### src/design/hcm_pkg.sv
// Shared types, constants and mod-26 helpers for the 3x3 Hill cipher block.
`default_nettype none

package hcm_pkg;

    typedef logic [4:0]      t_letter;
    typedef t_letter [8:0]   t_mat;      // entry r,c at index 3r+c
    typedef t_letter [2:0]   t_block;    // letter i of a block at index i

    localparam t_letter     MODULUS     = 5'd26;
    localparam t_letter     PAD_LETTER  = 5'd23;
    localparam logic [6:0]  RECIP       = 7'd79;    // 79/2048 just above 1/26
    localparam int          RECIP_SHIFT = 11;
    localparam logic [10:0] MOD_BIAS    = 11'd650;  // 25*26, keeps cofactors positive
    localparam t_mat        KEY_IDENT   = t_mat'(45'd1099512676353);

    // configuration register indexes
    localparam logic [1:0]  REG_KEY     = 2'd0;
    localparam logic [1:0]  REG_MODE    = 2'd1;

    // key unit -> datapath
    typedef struct packed {
        t_mat key;
        t_mat inv;
        logic invertible;
        logic decrypt;
        logic busy;
    } t_key_info;

    // reduce a 5-bit code once
    function automatic t_letter red26(input t_letter v);
        return (v >= MODULUS) ? t_letter'(v - MODULUS) : v;
    endfunction

    // remainder of an 11-bit value: reciprocal estimate is at most one too high
    function automatic t_letter mod26(input logic [10:0] v);
        logic [17:0] p;
        logic [6:0]  q;
        logic [11:0] r;
        p = 18'(v) * 18'(RECIP);
        q = p[17:RECIP_SHIFT];
        r = 12'(v) - 12'(q) * 12'(MODULUS);
        if (r[11]) begin
            r = r + 12'(MODULUS);
        end
        return r[4:0];
    endfunction

    // multiplicative inverse mod 26, zero when none exists
    function automatic t_letter inv26(input t_letter v);
        t_letter r;
        case (v)
            5'd1:    r = 5'd1;
            5'd3:    r = 5'd9;
            5'd5:    r = 5'd21;
            5'd7:    r = 5'd15;
            5'd9:    r = 5'd3;
            5'd11:   r = 5'd19;
            5'd15:   r = 5'd7;
            5'd17:   r = 5'd23;
            5'd19:   r = 5'd11;
            5'd21:   r = 5'd5;
            5'd23:   r = 5'd17;
            5'd25:   r = 5'd25;
            default: r = 5'd0;
        endcase
        return r;
    endfunction

endpackage

`default_nettype wire

### src/design/hcm_if.sv
// Valid/ready stream interfaces for letter input and cipher result output.
`default_nettype none

interface hcm_in_if;
    logic                 valid;
    logic                 ready;
    hcm_pkg::t_letter     letter;
    logic                 stream_end;

    modport source (output valid, output letter, output stream_end, input ready);
    modport sink   (input valid, input letter, input stream_end, output ready);
endinterface

interface hcm_out_if;
    logic                 valid;
    logic                 ready;
    hcm_pkg::t_letter     out_letter;
    logic                 block_last;
    logic                 key_error;

    modport source (output valid, output out_letter, output block_last, output key_error,
                    input ready);
    modport sink   (input valid, input out_letter, input block_last, input key_error,
                    output ready);
endinterface

`default_nettype wire

### src/design/hcm_keygen.sv
// Key registers, mode register and the multi-cycle inverse key computation.
`default_nettype none

module hcm_keygen (
    input  wire logic               i_clk,
    input  wire logic               i_rst_n,
    input  wire logic               i_cfg_we,
    input  wire logic [1:0]         i_cfg_idx,
    input  wire logic [44:0]        i_cfg_data,
    output hcm_pkg::t_key_info      o_key_info
);

    typedef enum logic [6:0] {
        KG_IDLE = 7'b0000001,
        KG_COF  = 7'b0000010,
        KG_ADJ  = 7'b0000100,
        KG_DET  = 7'b0001000,
        KG_DINV = 7'b0010000,
        KG_PROD = 7'b0100000,
        KG_INV  = 7'b1000000
    } t_kg_state;

    t_kg_state              r_state, n_state;
    hcm_pkg::t_mat          r_key;
    hcm_pkg::t_mat          r_inv;
    logic                   r_invertible;
    logic                   r_decrypt;
    logic [8:0][10:0]       r_cof;      // biased cofactors, then adj*dinv products
    hcm_pkg::t_mat          r_adj;
    logic [10:0]            r_det;
    hcm_pkg::t_letter       r_dinv;

    hcm_pkg::t_mat          w_key_in;

    // 2x2 minor with bias so the difference stays non-negative
    function automatic logic [10:0] cof(input hcm_pkg::t_letter a, input hcm_pkg::t_letter b,
                                        input hcm_pkg::t_letter c, input hcm_pkg::t_letter d);
        logic [9:0] p;
        logic [9:0] q;
        p = 10'(a) * 10'(b);
        q = 10'(c) * 10'(d);
        return 11'(p) + hcm_pkg::MOD_BIAS - 11'(q);
    endfunction

    // written key entries reduced mod 26
    always_comb begin
        w_key_in = hcm_pkg::t_mat'(i_cfg_data);
        for (int e = 0; e < 9; e++) begin
            w_key_in[e] = hcm_pkg::red26(w_key_in[e]);
        end
    end

    // sequencer
    always_comb begin
        case (r_state)
            KG_IDLE: n_state = (i_cfg_we && i_cfg_idx == hcm_pkg::REG_KEY) ? KG_COF : KG_IDLE;
            KG_COF:  n_state = KG_ADJ;
            KG_ADJ:  n_state = KG_DET;
            KG_DET:  n_state = KG_DINV;
            KG_DINV: n_state = KG_PROD;
            KG_PROD: n_state = KG_INV;
            KG_INV:  n_state = KG_IDLE;
            default: n_state = KG_IDLE;
        endcase
    end

    // control and configuration registers
    always_ff @(posedge i_clk) begin
        if (!i_rst_n) begin
            r_state      <= KG_IDLE;
            r_key        <= hcm_pkg::KEY_IDENT;
            r_inv        <= hcm_pkg::KEY_IDENT;
            r_invertible <= 1'b1;
            r_decrypt    <= 1'b0;
        end else begin
            r_state <= n_state;
            if (i_cfg_we && i_cfg_idx == hcm_pkg::REG_KEY) begin
                r_key <= w_key_in;
            end
            if (i_cfg_we && i_cfg_idx == hcm_pkg::REG_MODE) begin
                r_decrypt <= i_cfg_data[0];
            end
            if (r_state == KG_INV) begin
                r_invertible <= (r_dinv != '0);
                for (int e = 0; e < 9; e++) begin
                    r_inv[e] <= (r_dinv != '0) ? hcm_pkg::mod26(r_cof[e]) : '0;
                end
            end
        end
    end

    // datapath of the inverse computation
    always_ff @(posedge i_clk) begin
        case (r_state)
            KG_COF: begin
                r_cof[0] <= cof(r_key[4], r_key[8], r_key[5], r_key[7]);
                r_cof[1] <= cof(r_key[2], r_key[7], r_key[1], r_key[8]);
                r_cof[2] <= cof(r_key[1], r_key[5], r_key[2], r_key[4]);
                r_cof[3] <= cof(r_key[5], r_key[6], r_key[3], r_key[8]);
                r_cof[4] <= cof(r_key[0], r_key[8], r_key[2], r_key[6]);
                r_cof[5] <= cof(r_key[2], r_key[3], r_key[0], r_key[5]);
                r_cof[6] <= cof(r_key[3], r_key[7], r_key[4], r_key[6]);
                r_cof[7] <= cof(r_key[1], r_key[6], r_key[0], r_key[7]);
                r_cof[8] <= cof(r_key[0], r_key[4], r_key[1], r_key[3]);
            end
            KG_ADJ: begin
                for (int e = 0; e < 9; e++) begin
                    r_adj[e] <= hcm_pkg::mod26(r_cof[e]);
                end
            end
            KG_DET: begin
                // first row times first adjugate column
                r_det <= 11'(10'(r_key[0]) * 10'(r_adj[0]))
                       + 11'(10'(r_key[1]) * 10'(r_adj[3]))
                       + 11'(10'(r_key[2]) * 10'(r_adj[6]));
            end
            KG_DINV: begin
                r_dinv <= hcm_pkg::inv26(hcm_pkg::mod26(r_det));
            end
            KG_PROD: begin
                for (int e = 0; e < 9; e++) begin
                    r_cof[e] <= 11'(10'(r_adj[e]) * 10'(r_dinv));
                end
            end
            default: begin
            end
        endcase
    end

    assign o_key_info.key        = r_key;
    assign o_key_info.inv        = r_inv;
    assign o_key_info.invertible = r_invertible;
    assign o_key_info.decrypt    = r_decrypt;
    assign o_key_info.busy       = (r_state != KG_IDLE);

endmodule

`default_nettype wire

### src/design/hcm_front.sv
// Front end: takes letters, gathers blocks of three, pads short final blocks.
`default_nettype none

module hcm_front (
    input  wire logic           i_clk,
    input  wire logic           i_rst_n,
    hcm_in_if.sink              i_in,
    input  wire logic           i_busy,
    input  wire logic           i_q_full,
    output logic                o_push,
    output hcm_pkg::t_block     o_block
);

    logic [1:0]                 r_cnt, n_cnt;
    hcm_pkg::t_letter [1:0]     r_held;
    hcm_pkg::t_letter           w_letter;
    logic                       w_accept;
    logic                       w_complete;

    assign i_in.ready = !i_busy && !i_q_full;
    assign w_accept   = i_in.valid && i_in.ready;
    assign w_letter   = hcm_pkg::red26(i_in.letter);
    assign w_complete = (r_cnt == 2'd2) || i_in.stream_end;

    // block assembly with padding
    always_comb begin
        case (r_cnt)
            2'd0:    o_block = {hcm_pkg::PAD_LETTER, hcm_pkg::PAD_LETTER, w_letter};
            2'd1:    o_block = {hcm_pkg::PAD_LETTER, w_letter, r_held[0]};
            default: o_block = {w_letter, r_held[1], r_held[0]};
        endcase
    end

    assign o_push = w_accept && w_complete;
    assign n_cnt  = w_complete ? 2'd0 : r_cnt + 2'd1;

    // fill count
    always_ff @(posedge i_clk) begin
        if (!i_rst_n) begin
            r_cnt <= 2'd0;
        end else if (w_accept) begin
            r_cnt <= n_cnt;
        end
    end

    // held letters
    always_ff @(posedge i_clk) begin
        if (w_accept && !w_complete) begin
            r_held[r_cnt[0]] <= w_letter;
        end
    end

endmodule

`default_nettype wire

### src/design/hcm_queue.sv
// Two-entry block queue between the front end and the matrix back end.
`default_nettype none

module hcm_queue (
    input  wire logic           i_clk,
    input  wire logic           i_rst_n,
    input  wire logic           i_push,
    input  wire hcm_pkg::t_block i_block,
    input  wire logic           i_pop,
    output logic                o_full,
    output logic                o_valid,
    output hcm_pkg::t_block     o_block
);

    hcm_pkg::t_block [1:0]      r_mem;
    logic                       r_wp;
    logic                       r_rp;
    logic [1:0]                 r_cnt;

    assign o_full  = (r_cnt == 2'd2);
    assign o_valid = (r_cnt != 2'd0);
    assign o_block = r_mem[r_rp];

    // pointers and occupancy
    always_ff @(posedge i_clk) begin
        if (!i_rst_n) begin
            r_wp  <= 1'b0;
            r_rp  <= 1'b0;
            r_cnt <= 2'd0;
        end else begin
            if (i_push) begin
                r_wp <= !r_wp;
            end
            if (i_pop) begin
                r_rp <= !r_rp;
            end
            r_cnt <= r_cnt + 2'(i_push) - 2'(i_pop);
        end
    end

    // storage
    always_ff @(posedge i_clk) begin
        if (i_push) begin
            r_mem[r_wp] <= i_block;
        end
    end

endmodule

`default_nettype wire

### src/design/hcm_back.sv
// Back end: one matrix row per cycle unless the output stalls, sum stage then mod-26 output register.
`default_nettype none

module hcm_back (
    input  wire logic           i_clk,
    input  wire logic           i_rst_n,
    input  wire hcm_pkg::t_key_info i_key_info,
    input  wire logic           i_q_valid,
    input  wire hcm_pkg::t_block i_q_block,
    output logic                o_q_pop,
    hcm_out_if.source           o_out
);

    logic [1:0]                 r_row;
    logic                       r_s1_valid;
    logic [10:0]                r_s1_sum;
    logic                       r_s1_last;
    logic                       r_s1_err;
    logic                       r_o_valid;
    hcm_pkg::t_letter           r_o_letter;
    logic                       r_o_last;
    logic                       r_o_err;

    logic                       w_out_adv;
    logic                       w_s1_adv;
    logic                       w_take;
    hcm_pkg::t_mat              w_mat;
    hcm_pkg::t_letter [2:0]     w_coef;
    logic [10:0]                w_sum;

    assign w_out_adv = !r_o_valid || o_out.ready;
    assign w_s1_adv  = !r_s1_valid || w_out_adv;
    assign w_take    = i_q_valid && w_s1_adv;
    assign o_q_pop   = w_take && (r_row == 2'd2);

    // row selection from key or inverse key
    assign w_mat = i_key_info.decrypt ? i_key_info.inv : i_key_info.key;
    always_comb begin
        case (r_row)
            2'd0:    w_coef = {w_mat[2], w_mat[1], w_mat[0]};
            2'd1:    w_coef = {w_mat[5], w_mat[4], w_mat[3]};
            default: w_coef = {w_mat[8], w_mat[7], w_mat[6]};
        endcase
    end

    assign w_sum = 11'(10'(w_coef[0]) * 10'(i_q_block[0]))
                 + 11'(10'(w_coef[1]) * 10'(i_q_block[1]))
                 + 11'(10'(w_coef[2]) * 10'(i_q_block[2]));

    // control
    always_ff @(posedge i_clk) begin
        if (!i_rst_n) begin
            r_row      <= 2'd0;
            r_s1_valid <= 1'b0;
            r_o_valid  <= 1'b0;
        end else begin
            if (w_take) begin
                r_row <= (r_row == 2'd2) ? 2'd0 : r_row + 2'd1;
            end
            if (w_s1_adv) begin
                r_s1_valid <= i_q_valid;
            end
            if (w_out_adv) begin
                r_o_valid <= r_s1_valid;
            end
        end
    end

    // payload
    always_ff @(posedge i_clk) begin
        if (w_s1_adv) begin
            r_s1_sum  <= w_sum;
            r_s1_last <= (r_row == 2'd2);
            r_s1_err  <= i_key_info.decrypt && !i_key_info.invertible;
        end
        if (w_out_adv) begin
            r_o_letter <= r_s1_err ? '0 : hcm_pkg::mod26(r_s1_sum);
            r_o_last   <= r_s1_last;
            r_o_err    <= r_s1_err;
        end
    end

    assign o_out.valid      = r_o_valid;
    assign o_out.out_letter = r_o_letter;
    assign o_out.block_last = r_o_last;
    assign o_out.key_error  = r_o_err;

endmodule

`default_nettype wire

### src/design/hill_cipher_3x3_mod26.sv
// Top level of the 3x3 Hill cipher over the 26-letter alphabet.
// Input channel i_in carries one letter code per item plus stream_end; every
// third letter (or a letter with stream_end) completes a block, padded with
// 'x' when short. Output channel o_out carries three items per block, the
// third with block_last set. key_error marks blocks decrypted with a key that
// has no inverse mod 26; their letters are zero.
// Throughput: one letter per cycle in while i_in.ready is high and one result
// per cycle out while the receiver is ready; a padded final block puts three
// results behind one letter and the two-block queue absorbs that. First result
// of a block passes the queue, the row sum stage and the mod-26 output register.
// A receiver stall holds the output register, then the sum stage, then the
// queue; i_in.ready drops when the queue is full.
// Writing the key (index 0) starts the inverse key computation during
// which i_in.ready is low. Index 1 selects decrypt. Configure only when idle.
// Reset clears the gather count, the queue and the pipeline, restores the
// identity key and selects encrypt.
`default_nettype none

module hill_cipher_3x3_mod26 (
    input  wire logic           i_clk,
    input  wire logic           i_rst_n,
    input  wire logic           i_cfg_we,
    input  wire logic [1:0]     i_cfg_idx,
    input  wire logic [44:0]    i_cfg_data,
    hcm_in_if.sink              i_in,
    hcm_out_if.source           o_out
);

    hcm_pkg::t_key_info         w_key_info;
    logic                       w_push;
    hcm_pkg::t_block            w_push_block;
    logic                       w_q_full;
    logic                       w_q_valid;
    hcm_pkg::t_block            w_q_block;
    logic                       w_q_pop;

    hcm_keygen u_keygen (
        .i_clk      (i_clk),
        .i_rst_n    (i_rst_n),
        .i_cfg_we   (i_cfg_we),
        .i_cfg_idx  (i_cfg_idx),
        .i_cfg_data (i_cfg_data),
        .o_key_info (w_key_info)
    );

    hcm_front u_front (
        .i_clk    (i_clk),
        .i_rst_n  (i_rst_n),
        .i_in     (i_in),
        .i_busy   (w_key_info.busy),
        .i_q_full (w_q_full),
        .o_push   (w_push),
        .o_block  (w_push_block)
    );

    hcm_queue u_queue (
        .i_clk   (i_clk),
        .i_rst_n (i_rst_n),
        .i_push  (w_push),
        .i_block (w_push_block),
        .i_pop   (w_q_pop),
        .o_full  (w_q_full),
        .o_valid (w_q_valid),
        .o_block (w_q_block)
    );

    hcm_back u_back (
        .i_clk      (i_clk),
        .i_rst_n    (i_rst_n),
        .i_key_info (w_key_info),
        .i_q_valid  (w_q_valid),
        .i_q_block  (w_q_block),
        .o_q_pop    (w_q_pop),
        .o_out      (o_out)
    );

endmodule

`default_nettype wire
### src/flat_wrapper.sv
// flat-port wrapper written by rule: the top's interface ports become plain ports
module hill_cipher_3x3_mod26_flat 
  (i_clk, i_rst_n, i_cfg_we, i_cfg_idx, i_cfg_data, i_in_valid, i_in_letter, i_in_stream_end, i_in_ready, o_out_valid, o_out_out_letter, o_out_block_last, o_out_key_error, o_out_ready);
  hcm_in_if i_in_i ();
  hcm_out_if o_out_i ();
  input  wire logic i_clk;
  input  wire logic i_rst_n;
  input  wire logic i_cfg_we;
  input  wire logic [1:0] i_cfg_idx;
  input  wire logic [44:0] i_cfg_data;
  input wire logic [$bits(i_in_i.valid)-1:0] i_in_valid;
  input wire logic [$bits(i_in_i.letter)-1:0] i_in_letter;
  input wire logic [$bits(i_in_i.stream_end)-1:0] i_in_stream_end;
  output wire logic [$bits(i_in_i.ready)-1:0] i_in_ready;
  output wire logic [$bits(o_out_i.valid)-1:0] o_out_valid;
  output wire logic [$bits(o_out_i.out_letter)-1:0] o_out_out_letter;
  output wire logic [$bits(o_out_i.block_last)-1:0] o_out_block_last;
  output wire logic [$bits(o_out_i.key_error)-1:0] o_out_key_error;
  input wire logic [$bits(o_out_i.ready)-1:0] o_out_ready;
  assign i_in_i.valid = i_in_valid;
  assign i_in_i.letter = i_in_letter;
  assign i_in_i.stream_end = i_in_stream_end;
  assign i_in_ready = i_in_i.ready;
  assign o_out_valid = o_out_i.valid;
  assign o_out_out_letter = o_out_i.out_letter;
  assign o_out_block_last = o_out_i.block_last;
  assign o_out_key_error = o_out_i.key_error;
  assign o_out_i.ready = o_out_ready;
  hill_cipher_3x3_mod26 u_core (.i_clk(i_clk), .i_rst_n(i_rst_n), .i_cfg_we(i_cfg_we), .i_cfg_idx(i_cfg_idx), .i_cfg_data(i_cfg_data), .i_in(i_in_i), .o_out(o_out_i));
endmodule
### config.mk
export PLATFORM = sky130hd
export DESIGN_NAME = hill_cipher_3x3_mod26_flat
export DESIGN_NICKNAME = d
export VERILOG_FILES = /design/src/design/hcm_pkg.sv /design/src/design/hcm_if.sv /design/src/design/hcm_keygen.sv /design/src/design/hcm_front.sv /design/src/design/hcm_queue.sv /design/src/design/hcm_back.sv /design/src/design/hill_cipher_3x3_mod26.sv /design/src/flat_wrapper.sv
export SDC_FILE = /design/constraint.sdc
export NUM_CORES = 2
export LEC_CHECK = 0
export BUFFER_PORTS_ARGS = -buffer_cell sky130_fd_sc_hd__buf_2
export CORE_ASPECT_RATIO = 0.9
export CORE_MARGIN = 5
export CORE_UTILIZATION = 40
export CTS_CLUSTER_DIAMETER = 50
export CTS_CLUSTER_SIZE = 28
export DETAILED_ROUTE_END_ITERATION = 10
export HOLD_SLACK_MARGIN = 0.05
export PLACE_DENSITY = 0.57
export SLEW_MARGIN = 20
export SYNTH_ARGS = -nofsm -noshare
export SYNTH_HDL_FRONTEND = slang
export SYNTH_SLANG_ARGS = --single-unit
### constraint.sdc
create_clock -name i_clk -period 13.8 [get_ports i_clk]
set_input_delay 0.69 -clock i_clk [delete_from_list [all_inputs] [get_ports i_clk]]
set_output_delay 0.69 -clock i_clk [all_outputs]
set_load 0.01 [all_outputs]
==> metrics.md <==
| Metric | Value |
|---|---|
| Outcome | finished, final reports clean |
| CTS tree | built |
| Measured slew at the worst slew-check pin | 1090 ps |
| Hold Vio Cnt, Final | 0 |
| HPWL after DPL | 124 mm |
| Post-synth top area cell | fa_1 |
| CTS Buffer Depth | 3 |
| Post-CTS Resized | 0 |
| YS warnings | 0 |
| Rows | 140 |
| Power density over cell area | 102 nW/um2 |
| Min Clock Period, post-route | 8580 ps |
| Slew Viols, Final | 0 |
| Synth top area cells | fa_1 (25%), ha_1 (24%), edfxtp_1 (10%), inv_1 (9.5%), and2_1 (5.2%) |
| Post-route clock skew | 30.3 ps |
| GPL Wtd Cong | 0.849 |
| Initial Util | 0.402 |
| Clock root cell | clkbuf_16 |
| Critical Path Sink Type | flop |
| Post-synth EDFFs | 220 |
| First-pass iteration count of the detailed router | 6 |
| Worst-path clk slew | 60 ps |
| CP Class | reg -> reg |
| Metal2 WL | 69.0 mm |
| Met1 wire length | 72.6 mm |
| Reg area | 8790 um2 |
| Die X | 435 um |
| WL per Instance | 16.8 um |
| Max layer used | met5 |
| Largest net degree at the start of global routing | 73 |
| Vias in the first global route | 47600 |
| Initial antenna violation count | 6 |
| Area Growth Syn to Fin | 7.23% |
| GRT overflow | 0 |
| Post-CTS Setup Inserts | 0 |
| Count leader, synth | inv_1 |
| Port bufs | 66 |
| Worst VDD drop | 701 uV |
| Register area share after synthesis | 0.135 |
| Area occupied by multi-input gates | 49400 um2 |
| Worst hold margin | 322 ps |
| First-pass GRT wire length | 255 mm |
| TNS Setup | 0 ps |
| Filler cells | 15800 |
| Ys async rst share | 0 |
| Avg Inst Size Synth | 9.23 um2 |
| DIE HEIGHT | 393 um |
| Relative slew slack | 0.269 |
| Remaining antenna violation count | 0 |
| Static leakage | 36.6 nW |
| Num CTS Buffers | 54 |
| Total track usage | 0.185 |
| H-tree depth | 2 |
| Drt initial violations | 2262 |
| DR vias/cell | 4.94 |
| Hold crit path type | in -> reg |
| DR vias | 45500 |
| FMAX | 117 MHz |
| Die area | 171000 um2 |
| Share of the clock period used by the worst path | 0.622 |
| Top FF cell, synth | edfxtp_1 |
| Area fraction of the dominant cell type after synthesis | 0.246 |
| Post-DP Area | 67900 um2 |
| Share of cells above drive strength 1 | 0.0444 |
| Yosys cell types | 83 |
| Largest stage delay on the critical path | 570 ps |
| Syn nets | 9178 |
| CP max-delay cell | fa_1 |
| Max Fanout on Critical Path | 20 |
| Total core area | 162000 um2 |
| Synthesized cell area | 65000 um2 |
| Most common library cells after synthesis | inv_1 (1639), ha_1 (1273), fa_1 (798) |
| CTS Hold Buffers Added | 0 |
| DRC | 0 |
| Layout Nets | 9175 |
| I/O pin cnt | 67 |
| Post-route cell area | 69700 um2 |
| Met3 routed WL | 8.10 mm |
| Seq cells post-synth | 329 |
| Clock Latency Late Sink | 650 ps |
| RSZ-0062 raised after global routing | false |
| CP startpoint kind | flop |
| Final wirelength | 155 mm |
| Worst Path Required | 14180 ps |
| Post-Synthesis Cells | 7049 |
| Final setup fails | 0 |
| Worst Path Arrival | 8960 ps |
| Max-cap viol count | 0 |
| CTS sink count | 329 |
[layout make-up]
type,instances,share of cell area
Antenna cell,3,0.000108
Sequential cell,329,0.126
Inverter,1640,0.0883
Multi-Input combinational cell,4878,0.708
Clock buffer,59,0.0198
Tap cell,2130,0.0382
Clock inverter,41,0.00684
Timing Repair Buffer,143,0.0130
[path summary, 6_finish.rpt]
path                                               start                             end  slack (ps)  cells past startpoint
worst max-delay path            u_core.u_keygen.r_det[7]       u_core.u_keygen.r_dinv[4]        5220                     34
worst min-delay path                      i_cfg_data[30]  u_core.u_keygen.o_key_info[78]         320                      3
worst max register to register  u_core.u_keygen.r_det[7]       u_core.u_keygen.r_dinv[4]        5220                     34
worst min register to register   u_core.u_back.r_s1_last  u_core.u_back.o_out.block_last         430                      0
[flip-flops by register name, indices dropped and copies added, names as in the netlist, 2 cells and up]
signal                          cells
u_core.u_keygen.r_cof              99
u_core.u_keygen.o_key_info         90
u_core.u_keygen.r_adj              45
u_core.u_queue.r_mem               30
u_core.u_back.r_s1_sum             11
u_core.u_keygen.r_det              11
u_core.u_front.r_held              10
u_core.u_keygen.r_state             7
u_core.u_back.o_out.out_letter      5
u_core.u_keygen.r_dinv              5
u_core.u_back.r_row                 2
u_core.u_front.r_cnt                2
u_core.u_queue.r_cnt                2
[cell families (layout without fill, tap and decap cells)]
family | Yosys count | in the layout | synth area share
and+or+nand+nor | 1530 | 1530 | 0.120
AOI/OAI and AO/OA | 857 | 857 | 0.0853
xor gates and xnor gates | 333 | 333 | 0.0461
adders and majority gates | 2071 | 2071 | 0.491
DFF | 329 | 329 | 0.135
buffers and inverters | 1842 | 1883 | 0.107
muxes | 87 | 87 | 0.0169
other | 0 | 3 | 0
[layout by cell type, fill, tap and decap left out, drive strengths merged, types with 10 or more instances in the layout]
master  Yosys  final
o211a      10     10
nand2     497    497
and2      537    537
xnor2     222    222
a21o      105    105
nand3      32     32
o31ai      14     14
mux4       15     15
a21oi     289    289
o21ai     151    151
edfxtp    220    220
or3        21     21
o21a       49     49
nand2b     64     64
clkinv      1     15
ha       1273   1273
or2        12     12
nor2      242    242
a21boi     41     41
nor3       23     23
fa        798    798
o21bai     55     55
buf        15    143
nor2b      58     58
a22oi      17     17
clkbuf    187     59
o211ai     23     23
xor2      110    110
mux2i      54     54
a31oi      11     11
inv      1639   1659
a22o       33     33
dfxtp     109    109
mux2       18     18
[power by group]
group	switching, mW	internal [mW]	leakage (nW)	total, mW
clock	0.583	0.828	0.907	1.41
combinational	2.51	1.90	32.7	4.41
sequential	0.0444	1.22	2.97	1.27
[metal layers]
layer / vias up / global-route usage
met1: 22200 / 0.257
met4: 4 / 0.0517
met3: 207 / 0.0275
li1: 22300 / -
met2: 847 / 0.302
met5: - / 0
[through the flow]
stage / utilization / std cells / setup slack, ps / power (mW)
6_report: 0.431 / 9223 / 5220 / 7.09
3_5_place_dp: 0.420 / 9120 / 5220 / 5.63
3_3_place_gp: 0.420 / 9120 / 5310 / 5.58
5_1_grt: 0.431 / 9221 / 4540 / 7.90
2_1_floorplan: - / 7049 / 5980 / 4.58
4_1_cts: 0.431 / 9220 / 5190 / 7.13
[worst max-delay path, delay by kind of cell (launching register included)]
family | cells | cell delay, ps
simple gates | 3 | 740
fa+ha+maj | 8 | 3190
flops | 1 | 470
xor+xnor | 3 | 530
compound gates | 14 | 2830
buf+inv | 6 | 550
Note: power is estimated with default switching activity, not from simulation.
